==> src/rtl/mtfe_pkg.sv <==
`timescale 1ns / 1ps
`default_nettype none

package mtfe_pkg;

	// symbol and position width
	localparam int SYM_W = 8;

	// result for a symbol that no table entry holds
	localparam logic [SYM_W-1:0] NO_MATCH = 8'hFF;

	// sequencer states
	typedef enum logic [1:0] {
		ST_IDLE,
		ST_CMP,
		ST_ENC,
		ST_UPD
	} mtfe_state_t;

	// broadcast control shared by all cells
	typedef struct packed {
		logic             load_id;
		logic             cmp_en;
		logic             upd_en;
		logic [SYM_W-1:0] symbol;
		logic [SYM_W-1:0] pos;
	} mtfe_ctrl_t;

endpackage

`default_nettype wire

==> src/rtl/mtfe_enc.sv <==
`timescale 1ns / 1ps
`default_nettype none

// Turns the one-hot match row into a position
module mtfe_enc
	import mtfe_pkg::*;
#(
	parameter int SYMBOL_COUNT = 256
) (
	input  wire logic [SYMBOL_COUNT-1:0] match,
	output logic      [SYM_W-1:0]        pos,
	output logic                         found
);

	// OR tree: at most one cell matches since the table is a permutation
	always_comb begin
		pos = '0;
		for (int k = 0; k < SYMBOL_COUNT; k++) begin
			if (match[k]) begin
				pos = pos | SYM_W'(k);
			end
		end
	end

	assign found = |match;

endmodule

`default_nettype wire

==> config.mk <==
export PLATFORM = sky130hd
export DESIGN_NAME = mtfe_enc
export DESIGN_NICKNAME = d
export VERILOG_FILES = /design/src/rtl/mtfe_pkg.sv /design/src/rtl/mtfe_enc.sv
export SDC_FILE = /design/constraint.sdc
export NUM_CORES = 1
export LEC_CHECK = 0
export BUFFER_PORTS_ARGS = -buffer_cell sky130_fd_sc_hd__buf_2
export CORE_AREA = 5 5 100 102
export DETAILED_ROUTE_END_ITERATION = 10
export DIE_AREA = 0 0 105 107
export PLACE_DENSITY = 0.61
export RECOVER_POWER = 50
export SLEW_MARGIN = 20
export SYNTH_ARGS = -nofsm -noshare
export SYNTH_HDL_FRONTEND = slang
export SYNTH_SLANG_ARGS = --single-unit
==> constraint.sdc <==
create_clock -name vclk -period 2
set_input_delay 0.4 -clock vclk [all_inputs]
set_output_delay 0.4 -clock vclk [all_outputs]
set_load 0.02 [all_outputs]
After elaboration in Yosys (flattened, before gate mapping)
Index checks and enable logic that the tools add are counted.
Storage, ports and cells
  register bits after elaboration: 0
  output and inout port bits: 9
  input port bits: 256
  logic and storage cells: 256
Cells by class
  muxes and demuxes: 255
  reductions and logical operators: 1
Operators by type and width (count)
  $mux 8: 128
  $mux 7: 64
  $reduce_or 256->1: 1
  $mux 6: 32
  $mux 5: 16
  $mux 4: 8
  $mux 3: 4
  $mux 2: 2
  $mux 1: 1

Logic depth before layout (Yosys ltp)
Gate-level depths: netlist of run 1.
  word-level depth: 255
  depth in mapped cells: 5
  mapped depth without buffers: 5

Worst setup path before layout of run 1
OpenSTA, ideal clock, no wires.
  path kind: input -> output
  from: input port match[156]
  to: output port found
  stages: 5
  arrival time: 1.792 ns
  buffers on the path: 0
  required time: 1.600 ns
  path slack: -0.192 ns
  path through: nor4_2 nand3_1 or4_1 nor4_2 nand4_1
On the way
  cells in the longest elaborated chain, start to end: 1
Ends and longest elaborated chain
  from (decl): line mtfe_enc.sv:10  | input wire logic [SYMBOL_COUNT-1:0] match,
  $reduce_or 256->1: line mtfe_enc.sv:25  | assign found = |match;
  to (decl): line mtfe_enc.sv:12  | output logic found
No other way between the ends.

Worst setup path after layout of run 1
  from: input port match[177]
  to: output port found
The elaborated chain is that of the path after synthesis.

==> results of run 1 <==
metal layers:
metal / GRT usage (%) / vias up / wire, µm
li1: - / 1983 / -
met1: 32.5 / 1926 / 6590
met2: 50.0 / 200 / 8570
met3: 3.91 / 16 / 995
met4: 2.37 / 0 / 214
met5: 0 / - / 0
kinds of logic after synthesis:
| kind of cell | Yosys count |
|---|---|
| AND/OR/NAND/NOR | 236 |
report_power, final:
group          total, mW  internal [mW]  switching (mW)
Sequential             0              0               0
Combinational      0.751          0.412           0.339
Clock                  0              0               0
Total              0.751          0.412           0.339
what timing repair did:
item,CTS,global route
pin swaps,23,25
setup endpoints to repair,9,9
gates cloned,0,0
setup buffers,5,7
gates resized for setup,91,37
layout make-up:
| class | instances | area share [%] |
|---|---|---|
| timing repair buffer | 449 | 57.1 |
| multi-input combinational | 236 | 40.2 |
| tap | 111 | 2.77 |
worst min-delay path, cell delays in order:
cell and delay, ns:
buf_2 0.10, buf_4 0.10, nor3_2 0.05, nand3_4 0.06, buf_6 0.11
worst max-delay path by stage:
stage	startpoint	to	slack, ns	cells after the start
2_1_floorplan	match[164]	found	-0.08	5
3_3_place_gp	match[48]	pos[4]	-0.61	8
3_5_place_dp	match[49]	pos[4]	-0.56	8
4_1_cts	match[159]	found	-0.43	8
5_1_grt	match[159]	pos[7]	-0.50	8
6_report	match[177]	found	-0.45	8
placed cells by master (no fill, tap or decap), types with 11 or more instances in the layout:
| master | Yosys | final |
|---|---|---|
| nor4_4 | 0 | 25 |
| nor4_2 | 5 | 30 |
| buf_6 | 0 | 21 |
| nand3_1 | 22 | 15 |
| nand4_1 | 34 | 34 |
| buf_4 | 0 | 181 |
| nor4_1 | 118 | 68 |
| nand2_1 | 11 | 11 |
| buf_2 | 0 | 244 |
| nor2_1 | 28 | 27 |
==> qor.yml, run 1 <==
finish:
  fin_nets: 943
  area_delta_synth_final_pct: 262
  final_area_um2: 5010
  fillers: 902
  drive_gt1_share_pct: 76.4
  n_antenna_cell: 0
  final_core_util_pct: 55.6
  nClkBuffers: 0
  design.seq.count: 0
  fin_cells: 796
  seqCellArea_um2: 0
  multi_input_area_um2: 2010
worst_setup_path:
  cp-start-kind: "primary input"
  path_cells: "buf_2 -> nor4_4 -> nand3_1 -> or4_4 -> nor4_4 -> buf_4 -> nand4_1 -> buf_4"
  critPathMaxFanout: 2
  critPathTopFamily: "simple AND/OR/NAND/NOR gates"
  cp-end-kind: "output port"
  slowest_delay_ns: 0.51
  criticalPathCategory: "in2out"
  critical_path_buf_inv_count: 3
  cp_data_arrival_time_ns: 2.05
  slowest_stage: "or4_4"
  worstPathRequired_ns: 1.60
logic_synthesis:
  synth.avg_cell_area_um2: 5.87
  yosys.area_share.simple_pct: 100
  yosysSeqAreaShare_pct: 0
  synth_cell_types: 13
  synthXorXnorAreaFrac_pct: 0
  synth_largest_area_cell: "nor4_1"
  synthCells: 236
  synth_area_um2: 1390
  synth_top_area_share_pct: 53.2
  synthTopCellsByCount: "118 x nor4_1, 34 x nand4_1, 28 x nor2_1"
  synth_top_family_by_area: "simple AND/OR/NAND/NOR gates"
  synth_adder_area_share_pct: 0
  ys_warn_count: 0
  yosys-top-cells-area: "nor4_1 53%, nand4_1 15%, nand3_1 7.9%"
  synth_compound_area_share_pct: 0
  yosysMostFrequentCell: "nor4_1"
  muxShareOfSynthArea_pct: 0
  syn-num-nets: 492
die:
  ioPinCount: 265
  die_area_um2: 11200
  die_h_um: 107
  start_util_pct: 15.4
  core_area_um2: 9020
  num_rows: 35
  die_x_um: 105
detailed_routing:
  avgRoutedWirePerCell_um: 20.6
  drc: 0
  vias: 4125
  drtIter0Drc: 172
  viasPerCell: 5.18
  wl_mm: 16.4
  ant_nets: 0
  dr.pass1.iters: 5
timing:
  max_freq_mhz: 407
  fin_crit_ns: 2.45
  grt_setup_unrepaired: "true"
  hold_viol: 0
  tns_ns: -2.81
  whs_ns: 1.22
  setup_ws_ns: -0.455
  finalSetupViolCount: 9
  finalMaxSlewViolations: 0
  relSlewSlack_pct: 74.8
  fin_crit_sh_pct: 123
  worstMarginPinSlew_ns: 0.374
worst_hold_path:
  hp-start: "match[202]"
  whs_endpoint: "pos[1]"
  hp-class: "in2out"
  whs_path_depth: 5
placement:
  pre_cts_slack_ns: -0.564
  place_area_um2: 4250
  dp_cells: 788
  place_congestion: 0.923
  dpl.hpwl_mm: 14.8
  io_buffers: 265
global_route:
  overflow: 0
  grt_max_degree: 4
  grt_pass1_wl_mm: 23.7
  grt_pass1_vias: 4516
  grt_usage_pct: 26.4
  antenna_found_initial: 0
outcome:
  violations: "negative setup slack"
  outcome: "complete, but fails checks"
flow_run:
  cap_violations: 0
power:
  p_leak_nw: 2.30
  ir_drop_v: 0.0000982
  powerDensity_nw_per_um2: 150
  total_power_uw: 751
clock_network:
  ctsHoldBuffers: 0
Power figures use the tool's default switching activity.
==> run 2, diff against run 1 <==
==> constraint.sdc (replaced) <==
create_clock -name vclk -period 2
set_input_delay 0.2 -clock vclk [all_inputs]
set_output_delay 0.2 -clock vclk [all_outputs]
set_load 0.02 [all_outputs]
==> qor.yml, run 2 (synthesized netlist as in run 1, its figures left out) <==
outcome:
  outcome: "complete, but fails checks"
  violations: "negative setup slack"
power:
  sw_frac_of_total_pct: 50.6
  pwr-share-comb_pct: 100.0
  p_leak_nw: 1.57
  p_sw_uw: 269
  clkPwrFrac_pct: 0
  powerDensity_nw_per_um2: 146
  total_power_uw: 531
  ir_drop_v: 0.0000916
  p_seq_share_pct: 0
  p_int_uw: 262
worst_hold_path:
  hp-class: "in2out"
worst_setup_path:
  cp-start-kind: "primary input"
  path_common_cell: "nand4_1"
  slowest_stage: "nor4_1"
  critical_path_buf_inv_count: 2
  critPathMaxFanout: 3
  path_cells: "buf_2 -> nor4_1 -> nand4_1 -> nor4_4 -> nand4_1 -> buf_6"
  cp-end-kind: "output port"
  criticalPathCategory: "in2out"
  worstPathRequired_ns: 1.80
  cp_data_arrival_time_ns: 1.84
  critPathTopFamily: "simple AND/OR/NAND/NOR gates"
  slowest_delay_ns: 0.65
finish:
  seqCellArea_um2: 0
  fin_cells: 662
  layout_commonest_cell: "buf_2"
  area_delta_synth_final_pct: 163
  design.seq.count: 0
  layout.cells.most_common_list: "251 x buf_2, 87 x nor4_1, 54 x buf_4, 34 x nand4_1, 27 x nor2_1"
  nClkBuffers: 0
  fin_nets: 809
  drive_gt1_share_pct: 66.1
  n_antenna_cell: 0
die:
  num_rows: 35
  ioPinCount: 265
  core_area_um2: 9020
  die_x_um: 105
  start_util_pct: 15.4
  die_h_um: 107
  die_area_um2: 11200
detailed_routing:
  drtIter0Drc: 232
  vias: 3641
  dr.pass1.iters: 4
  drc: 0
  avgRoutedWirePerCell_um: 23.1
  ant_nets: 0
  wl_mm: 15.3
  viasPerCell: 5.50
timing:
  setup_ws_ns: -0.0435
  finalMaxSlewViolations: 0
  fin_crit_ns: 2.04
  hold_viol: 0
  max_freq_mhz: 489
  grt_setup_unrepaired: "true"
  finalSetupViolCount: 3
  relSlewSlack_pct: 50.8
  whs_ns: 0.784
  worstMarginPinSlew_ns: 0.731
  fin_crit_sh_pct: 102
placement:
  dpl.hpwl_mm: 14.0
  dp_cells: 651
  io_buffers: 265
  pre_cts_slack_ns: -0.295
  place_congestion: 0.914
global_route:
  grt_pass1_vias: 3859
  overflow: 0
  antenna_found_initial: 0
  grt_usage_pct: 24.2
  grt_pass1_wl_mm: 21.3
  grt_max_degree: 5
clock_network:
  ctsHoldBuffers: 0
flow_run:
  cap_violations: 0
run 2: changes by cell type in the layout (fill, tap and decap cells not counted), sizes merged:
cell    previous run  this run
buf              449       314
clkbuf             0         1
run 2: routing by layer:
layer  part of all wire (%)  global-route usage, %  vias to the layer above
met3                    6.4                   3.67                       22
met2                     53                   45.7                      183
met5                      0                      0                        -
met4                    2.0                   4.29                        0
met1                     39                   28.8                     1722
li1                       -                      -                     1714
run 2: layout make-up:
type               count  area, µm²
multi-input cells    236       1730
well taps            111        139
repair buffers       315       1780
fillers             1018       5380
run 2: power by group through the flow:
stage	logic, mW	clock network (mW)	registers (mW)
after detailed placement	0.467	0	0
after CTS	0.498	0	0
after floorplan	0.0641	0	0
final	0.531	0	0
after global placement	0.460	0	0
after global routing	0.569	0	0
run 2: worst paths after layout:
path	startpoint	endpoint	slack [ns]	cells past startpoint
worst max-delay path	match[169]	pos[7]	-0.04	6
worst min-delay path	match[202]	pos[1]	0.78	4
run 2: repair_timing:
item	4_1_cts	5_1_grt
pin swaps	11	12
resized for setup	40	38
endpoints found under the hold margin	0	0
setup endpoints to repair	7	9
buffers inserted	10	4
run 2: through the flow:
step	cell area [µm²]	utilization, %	setup TNS, ns
finish	3650	40.4	-0.0914
global route	3650	40.4	-0.390
CTS	3440	38.1	-0.210
detailed placement	3140	34.9	-1.20
global placement	3140	34.9	-1.46
floorplan	1390	-	0
run 2: tightest hold or removal path, cell delays in order:
cell	delay, ns
buf_2	0.09
nor3_1	0.06
nand3_1	0.06
buf_2	0.16
