[config.mk]
export PLATFORM = sky130hd
export DESIGN_NAME = mtfe_cell
export DESIGN_NICKNAME = d
export VERILOG_FILES = /design/src/rtl/mtfe_pkg.sv /design/src/rtl/mtfe_cell.sv
export SDC_FILE = /design/constraint.sdc
export NUM_CORES = 1
export LEC_CHECK = 0
export BUFFER_PORTS_ARGS = -buffer_cell sky130_fd_sc_hd__buf_2
export CAP_MARGIN = 20
export CORE_UTILIZATION = 32
export DETAILED_ROUTE_END_ITERATION = 6
export GPL_TIMING_DRIVEN = 0
export PLACE_DENSITY = 0.78
export SYNTH_ARGS = -nofsm -noshare
export SYNTH_HDL_FRONTEND = slang
export SYNTH_SLANG_ARGS = --single-unit
[constraint.sdc]
create_clock -name clk -period 0.9 [get_ports clk]
set_input_delay 0.18 -clock clk [delete_from_list [all_inputs] [get_ports clk]]
set_output_delay 0.18 -clock clk [all_outputs]
set_load 0.005 [all_outputs]
[src/rtl/mtfe_pkg.sv]
`timescale 1ns / 1ps
`default_nettype none

package mtfe_pkg;

	// symbol and position width
	localparam int SYM_W = 8;

	// result for a symbol that no table entry holds
	localparam logic [SYM_W-1:0] NO_MATCH = 8'hFF;

	// sequencer states
	typedef enum logic [1:0] {
		ST_IDLE,
		ST_CMP,
		ST_ENC,
		ST_UPD
	} mtfe_state_t;

	// broadcast control shared by all cells
	typedef struct packed {
		logic             load_id;
		logic             cmp_en;
		logic             upd_en;
		logic [SYM_W-1:0] symbol;
		logic [SYM_W-1:0] pos;
	} mtfe_ctrl_t;

endpackage

`default_nettype wire

[src/rtl/mtfe_cell.sv]
`timescale 1ns / 1ps
`default_nettype none

// One table entry: holds a symbol, flags a match, takes its left neighbor on a move
module mtfe_cell
	import mtfe_pkg::*;
#(
	parameter int IDX = 0
) (
	input  wire logic             clk,
	input  wire logic             arst_n,
	input  wire mtfe_ctrl_t       ctrl,
	input  wire logic [SYM_W-1:0] prev_entry,
	output logic      [SYM_W-1:0] entry,
	output logic                  match
);

	logic [SYM_W-1:0] entry_q;
	logic             match_q;
	logic             shift_en;

	// this entry moves back when the found symbol sits at or after it
	assign shift_en = ctrl.upd_en && (ctrl.pos >= SYM_W'(IDX));

	// entry storage, identity at reset and on start
	always_ff @(posedge clk or negedge arst_n) begin
		if (!arst_n) begin
			entry_q <= SYM_W'(IDX);
		end else if (ctrl.load_id) begin
			entry_q <= SYM_W'(IDX);
		end else if (shift_en) begin
			entry_q <= prev_entry;
		end
	end

	// compare against the broadcast symbol
	always_ff @(posedge clk or negedge arst_n) begin
		if (!arst_n) begin
			match_q <= 1'b0;
		end else if (ctrl.cmp_en) begin
			match_q <= (entry_q == ctrl.symbol);
		end
	end

	assign entry = entry_q;
	assign match = match_q;

endmodule

`default_nettype wire

### Yosys cells after proc, flatten, opt, wreduce, memory -nomap -nowiden

Cells that the tools add are included.
Widths: inputs -> output; s select.

| word-level totals | value |
|---|---|
| bits in registers | 9 |
| logic and storage cells | 8 |
| input port bits | 29 |
| output and inout bits | 9 |

| operators by class | value |
|---|---|
| mux-type cells | 2 |
| reductions and logical operators | 2 |
| equality and inequality tests | 1 |
| order comparisons | 1 |

Operator list:

| cell | number |
|---|---|
| $mux 8 | 2 |
| $eq 8x8->1 | 1 |
| $ge 8x1->1 const B | 1 |
| $reduce_bool 2->1 | 1 |
| $logic_and 1x1->1 | 1 |

### Longest topological paths before layout

Gate-level depths: netlist (run 1).

| depth | value |
|---|---|
| word-level depth | 4 |
| gate-level depth with buffers | 3 |
| gate-level depth less buffers | 3 |

### Worst setup path after synthesis (run 1)

Ideal clock, no wire load.

| timing path | value |
|---|---|
| path kind | register -> register |
| start | reg entry_q[2], in the netlist entry[2] |
| end | reg match_q, in the netlist match |
| buffers on the path | 0 |
| required time | 0.834 ns |
| period minus slack after synthesis | 1.010 ns |
| setup time | 0.066 ns |
| stages on the path, launching flop included | 4 |
| arrival time | 0.944 ns |
| setup slack | -0.110 ns |
| cells stage by stage | dfrtp_1 -> xor2_1 -> nor4_1 -> a31o_1 |

| between the ends | value |
|---|---|
| longest elaborated chain between the ends | 1 |

Ends and longest elaborated chain:

| element | line | source |
|---|---|---|
| from (decl) | mtfe_cell.sv:18 | `logic [SYM_W-1:0] entry_q;` |
| from (signal assigned) | mtfe_cell.sv:28 | `entry_q <= SYM_W'(IDX);` |
| from (signal assigned) | mtfe_cell.sv:30 | `entry_q <= SYM_W'(IDX);` |
| from (signal assigned) | mtfe_cell.sv:32 | `entry_q <= prev_entry;` |
| $eq 8x8->1 | mtfe_cell.sv:41 | `match_q <= (entry_q == ctrl.symbol);` |
| to (signal assigned) | mtfe_cell.sv:41 |  |
| to (decl) | mtfe_cell.sv:19 | `logic match_q;` |

No other way between the ends.
A chain may end at the register's enable or synchronous reset.

### Final worst setup path (run 1)

| timing path | value |
|---|---|
| start | reg entry_q[1], in the netlist entry[1] |
| end | reg match_q, in the netlist match |

The elaborated chain is that of the path after synthesis.

==> results of run 1 <==
[worst max-delay path, cell delays in order (launching register included)]
cell,delay (ps)
dfrtp_1,400
xor2_1,150
nor4_1,320
a31o_1,180
[sequential cells by signal, indices dropped and copies added (netlist names)]
register and count:
match 1, entry 8
[metrics by stage]
step | total power, uW | setup WS [ps] | hold WS [ps] | instance area (sq um) | cells
after global routing | 974 | -276 | 162 | 639 | 86
after detailed placement | 602 | -201 | 39.7 | 596 | 81
after floorplan | 521 | -109 | -116 | 442 | 39
after global placement | 600 | -198 | 38.4 | 596 | 81
final | 914 | -207 | 161 | 639 | 86
after CTS | 921 | -219 | 155 | 633 | 86
[area by class of cell]
type | instances | area (sq um) | share of cell area
clock inverters | 1 | 5.00 | 0.00783
well taps | 15 | 18.8 | 0.0294
plain buffers | 2 | 8.76 | 0.0137
multi-input cells | 28 | 214 | 0.335
repair buffers | 28 | 145 | 0.227
flip-flops and latches | 9 | 225 | 0.352
clock buffers | 3 | 22.5 | 0.0352
[power by group through the flow]
stage	Sequential, uW	Combinational, uW	Clock [uW]
2_1_floorplan	452	68.9	0
3_3_place_gp	450	150	0
3_5_place_dp	451	151	0
4_1_cts	443	155	322
5_1_grt	446	178	351
6_report	443	158	313
[routing by layer]
layer,GRT usage,vias up,part of all wire
li1,-,192,-
met1,0.200,190,0.47
met2,0.213,16,0.46
met3,0.0520,0,0.061
met4,0.0776,0,0
met5,0,-,0
[worst max path at each step]
| stage | slack [ps] | from | end |
|---|---|---|---|
| floorplan | -110 | entry[6]$_DFFE_PN0P_ | match$_DFFE_PN0P_ |
| global placement | -200 | entry[6]$_DFFE_PN0P_ | match$_DFFE_PN0P_ |
| detailed placement | -200 | entry[4]$_DFFE_PN0P_ | match$_DFFE_PN0P_ |
| CTS | -220 | entry[6]$_DFFE_PN0P_ | match$_DFFE_PN0P_ |
| global route | -280 | entry[5]$_DFFE_PN0P_ | match$_DFFE_PN0P_ |
| finish | -210 | entry[1]$_DFFE_PN0P_ | match$_DFFE_PN0P_ |
[cells in the final DEF (no fill, tap or decap)]
master,Yosys,routed
clkbuf_4,0,3
a31o_1,1,1
buf_1,1,1
mux2i_1,8,8
xor2_1,8,8
buf_2,1,28
nor4_1,2,1
nor2_1,8,8
nor2b_1,1,1
clkinv_2,0,1
dfrtp_1,9,9
nor4_2,0,1
dlygate4sd3_1,0,1
[kinds of logic (layout without fill, tap and decap cells)]
group | Yosys count | in the layout | share of synthesized area
AND/OR/NAND/NOR | 11 | 11 | 0.110
AO/OA/AOI/OAI | 1 | 1 | 0.0198
XOR/XNOR | 8 | 8 | 0.159
buffers and inverters | 2 | 34 | 0.0198
flip-flops | 9 | 9 | 0.510
multiplexers | 8 | 8 | 0.181
[repair_timing]
action / CTS / global route
gates resized for setup: 0 / 1
hold buffers: 1 / 0
pin swaps: 0 / 1
hold endpoints to repair: 9 / 0
endpoints found under the setup margin: 10 / 10
==> metrics.yaml, run 1 <==
status: "finished with violations"
violations: "negative setup slack"
cts_tree: "built"
fin_util: 0.498
hold_path_class: "input port to register"
die_x_um: 39.2
io_pins: 38
finalCritPeriodShare: 1.23
cts_max_level: 1
path_clk_slew_ps: 60
cts_buffer_depth: 2
netlist-cell-type-count: 9
slew_violations: 0
hold_path_startpoint: "prev_entry[0]"
synth_ff_type: "dfrtp_1"
reg2reg_slack_ps: -210
ys_seq_elements: 9
drive_above_1_share: 0.465
slew_headroom: 0.766
worstSetupPathType: "register to register"
nNetsFinal: 101
async_flop_share: 1.00
numCtsBuffers: 3
setup_violations: 10
rr_startpoint: "entry[1]$_DFFE_PN0P_"
worstHoldPathCells: 3
place_hpwl_um: 707
netlist_area_sq_um: 442
port_buffers: 27
syn_avg_cell_area_sq_um: 11.3
dr_total_vias: 398
grt-ovfl-total: 0
internal-power_uw: 674
r2r_end: "match$_DFFE_PN0P_"
finalHoldViolCount: 0
ant_nets: 0
ir_drop_mv: 0.674
syn_to_final_growth_pct: 44.8
clk_latency_ps: 260
initial_core_util: 0.344
synth-edff-count: 0
worstMarginPinSlew_ps: 351
diodes: 0
synthCells: 39
yosysMostFrequentCell: "dfrtp_1"
setup_tns_ps: -828
drv_cap: 0
drc: 0
grt_pass1_wl_um: 1480
cp_max_fo: 3
yosysSeqAreaShare: 0.510
cts-root-buf: "clkbuf_4"
clkPwrFrac: 0.342
p_sw_uw: 240
switching_share: 0.263
postCtsSetupBuffers: 0
core-area_sq_um: 1280
fin_skew_ps: 0.429
max_freq_mhz: 903
grt_pass1_vias: 344
drtIter0Drc: 13
endpoint_kind: "register"
hold_end: "entry[0]$_DFFE_PN0P_"
synth_common_cells: "dfrtp_1 (9), mux2i_1 (8), nor2_1 (8), xor2_1 (8), nor4_1 (2)"
yosysWarnings: 0
rows: 13
die_h_um: 39.2
worstPathRequired_ps: 1100
fin_ws_ps: -207
gp_congestion: 0.704
vias_per_cell: 4.63
synthTopCellsByArea: "dfrtp_1 (51%), mux2i_1 (18%), xor2_1 (16%)"
synth_top_cell_by_area: "dfrtp_1"
final.min_clock_period_ps: 1110
fill_cells: 119
power_frac_seq: 0.484
grt_antenna_before_repair: 0
p_comb_frac: 0.173
synth_top_area_share: 0.510
powerDensity_nw_per_um2: 1430
cp_data_arrival_time_ps: 1310
clock-sinks: 9
rsz0062_at_grt: "true"
r2r_cells: 3
synthesis.nets: 68
dr.pass1.iters: 4
startpoint_type: "register"
grtUsageTotal: 0.151
grt_max_degree: 10
drt-wirelength-per-cell_um: 11.2
p_leak_uw: 0.000373
dieArea_sq_um: 1530
wl_um: 960
(Power assumes the default switching activity.)
==> run 2: changes to the inputs <==
--- a/config.mk
+++ b/config.mk
@@ -5,12 +5,13 @@
 export SDC_FILE = /design/constraint.sdc
 export NUM_CORES = 1
 export LEC_CHECK = 0
-export BUFFER_PORTS_ARGS = -buffer_cell sky130_fd_sc_hd__buf_2
-export CAP_MARGIN = 20
+export BUFFER_PORTS_ARGS = -buffer_cell sky130_fd_sc_hd__clkbuf_2
+export CAP_MARGIN = 10
 export CORE_UTILIZATION = 32
 export DETAILED_ROUTE_END_ITERATION = 6
 export GPL_TIMING_DRIVEN = 0
 export PLACE_DENSITY = 0.78
+export SLEW_MARGIN = 25
 export SYNTH_ARGS = -nofsm -noshare
 export SYNTH_HDL_FRONTEND = slang
 export SYNTH_SLANG_ARGS = --single-unit
==> run 2 against run 1 <==
Against the previous run: the flow still finishes with violations (negative setup slack); global-route usage shrank 0.31 points; via count down 0.25%; fmax up 2.1%; critical path type unchanged; highest routed layer unchanged.
==> metrics.yaml, run 2 (same netlist as run 1, synthesis figures left out) <==
cp_top_family: "flip-flops"  # unchanged
reg2reg_slack_ps: -180  # was -210 ps
worstSetupPathType: "register to register"  # unchanged
crit_path_cell_trace: "xor2_1, nor4_1, a31o_1"  # unchanged
path_clk_slew_ps: 60  # about the same
vias_per_cell: 4.46  # was 4.63
drv_cap: 0  # unchanged
r2r_cells: 3  # unchanged
cp_max_fo: 3  # unchanged
rsz0062_at_grt: "true"  # unchanged
final.min_clock_period_ps: 1080  # was 1110 ps
syn_to_final_growth_pct: 51.6  # was 44.8%
fin_skew_ps: 1.67  # was 0.429 ps
post-place-ws_ps: -206  # was -201 ps
grtUsageTotal: 0.148  # was 0.151
grt_max_degree: 10  # unchanged
ant_nets: 0  # unchanged
initial_core_util: 0.344  # unchanged
setup_violations: 10  # unchanged
max_freq_mhz: 923  # was 903 MHz
rr_startpoint: "entry[1]$_DFFE_PN0P_"  # unchanged
wl_um: 966  # was 960 um
p_leak_uw: 0.000386  # was 0.000373 uW
rows: 13  # unchanged
grt-ovfl-total: 0  # unchanged
cp_data_arrival_time_ps: 1280  # was 1310 ps
drc: 0  # unchanged
cts-root-buf: "clkbuf_4"  # unchanged
nNetsFinal: 104  # was 101
fill_cells: 123  # was 119
grt_pass1_wl_um: 1480  # unchanged
drt-wirelength-per-cell_um: 10.9  # was 11.2 um
largest_reg_flops: 8  # unchanged
worstHoldPathCells: 3  # unchanged
hold_end: "entry[7]$_DFFE_PN0P_"  # was entry[0]$_DFFE_PN0P_
cts_max_level: 1  # unchanged
worst_path_largest_cell_delay_ps: 400  # about the same
final_common_cell: "clkbuf_2"  # was buf_2
dieArea_sq_um: 1530  # unchanged
port_buffers: 27  # unchanged
layout_common_cells: "clkbuf_2 (27), dfrtp_1 (9), nor2_1 (8), xor2_1 (8), mux2i_1 (7)"  # was buf_2 (28), dfrtp_1 (9), mux2i_1 (8), nor2_1 (8), xor2_1 (8)
cts_buffer_depth: 2  # unchanged
drtIter0Drc: 2  # was 13
dr.pass1.iters: 2  # was 4
slew_headroom: 0.770  # was 0.766
crit_buf_inv: 0  # unchanged
grt_pass1_vias: 360  # was 344
numCtsBuffers: 3  # unchanged
dr_total_vias: 397  # was 398
startpoint_type: "register"  # unchanged
finalCritPeriodShare: 1.20  # was 1.23
powerDensity_nw_per_um2: 1380  # was 1430 nW/um^2
finalHoldViolCount: 0  # unchanged
violations: "negative setup slack"  # unchanged
diodes: 0  # unchanged
hold_path_startpoint: "prev_entry[7]"  # was prev_entry[0]
ir_drop_mv: 0.793  # was 0.674 mV
clock-sinks: 9  # unchanged
die_x_um: 39.2  # unchanged
gp_congestion: 0.703  # was 0.704
slew_violations: 0  # unchanged
clk_latency_ps: 250  # was 260 ps
cts_tree: "built"  # unchanged
fin_ws_ps: -184  # was -207 ps
die_h_um: 39.2  # unchanged
io_pins: 38  # unchanged
status: "finished with violations"  # unchanged
drive_above_1_share: 0.500  # was 0.465
worst_path_max_delay_cell: "dfrtp_1"  # unchanged
r2r_end: "match$_DFFE_PN0P_"  # unchanged
worstPathRequired_ps: 1090  # was 1100 ps
core-area_sq_um: 1280  # unchanged
worstMarginPinSlew_ps: 345  # was 351 ps
placedCellCount: 81  # unchanged
layoutNonFillerInstCount: 89  # was 86
hold_path_class: "input port to register"  # unchanged
grt_antenna_before_repair: 0  # unchanged
endpoint_kind: "register"  # unchanged
run 2: cell count changes in the layout (fill, tap and decap cells not counted):
cell and delta:
buf_6 +1, clkbuf_2 +27, buf_2 -27, mux2i_2 +1, mux2i_1 -1, buf_4 +2
run 2: what timing repair did:
item / 4_1_cts / 5_1_grt
hold buffers: 1 / 0
setup buffers: 3 / 0
resized for setup: 0 / 3
pin swaps: 2 / 1
endpoints found under the setup margin: 10 / 11
endpoints found under the hold margin: 9 / 0
run 2: metal layers:
metal / GRT usage / routed length [um] / up-vias
met5: 0 / 0 / -
met4: 0.0517 / 0 / 0
met3: 0.0347 / 51 / 0
met2: 0.233 / 461 / 12
met1: 0.195 / 453 / 183
li1: - / - / 202
run 2: per-stage QoR:
| step | instance area (sq um) | power [uW] | utilization | TNS, ps | hold slack, ps |
|---|---|---|---|---|---|
| 6_report | 669 | 922 | 0.521 | -843 | 167 |
| 5_1_grt | 669 | 980 | 0.521 | -1260 | 183 |
| 4_1_cts | 656 | 920 | 0.510 | -909 | 168 |
| 3_5_place_dp | 596 | 603 | 0.463 | -206 | 46.8 |
| 3_3_place_gp | 596 | 600 | 0.463 | -202 | 44.6 |
| 2_1_floorplan | 442 | 521 | - | -109 | -116 |
run 2: final cells by class:
cell class | instances | area (sq um) | share of cell area
well taps | 15 | 18.8 | 0.0280
repair buffers | 31 | 171 | 0.256
flip-flops and latches | 9 | 225 | 0.336
plain buffers | 2 | 8.76 | 0.0131
multi-input cells | 28 | 218 | 0.325
clock inverters | 1 | 5.00 | 0.00748
clock buffers | 3 | 22.5 | 0.0336
run 2: worst max path at each step:
stage                         start                 to  slack (ps)  depth (start not counted)
4_1_cts        entry[5]$_DFFE_PN0P_  match$_DFFE_PN0P_        -210                          3
5_1_grt        entry[5]$_DFFE_PN0P_  match$_DFFE_PN0P_        -270                          3
3_3_place_gp   entry[6]$_DFFE_PN0P_  match$_DFFE_PN0P_        -200                          3
6_report       entry[1]$_DFFE_PN0P_  match$_DFFE_PN0P_        -180                          3
2_1_floorplan  entry[6]$_DFFE_PN0P_  match$_DFFE_PN0P_        -110                          3
3_5_place_dp   entry[6]$_DFFE_PN0P_  match$_DFFE_PN0P_        -210                          3
run 2: tightest hold or removal path, delay by kind of cell:
kind | cells | cell delay [ps]
multiplexers | 1 | 50
buffers and inverters | 1 | 70
AND/OR/NAND/NOR | 1 | 70
run 2: power by group:
| group | internal, uW | switching [uW] | leakage, uW |
|---|---|---|---|
| sequential | 425 | 18.2 | 0.000120 |
| clock | 164 | 140 | 0.0000177 |
| combinational | 97.2 | 77.9 | 0.000248 |
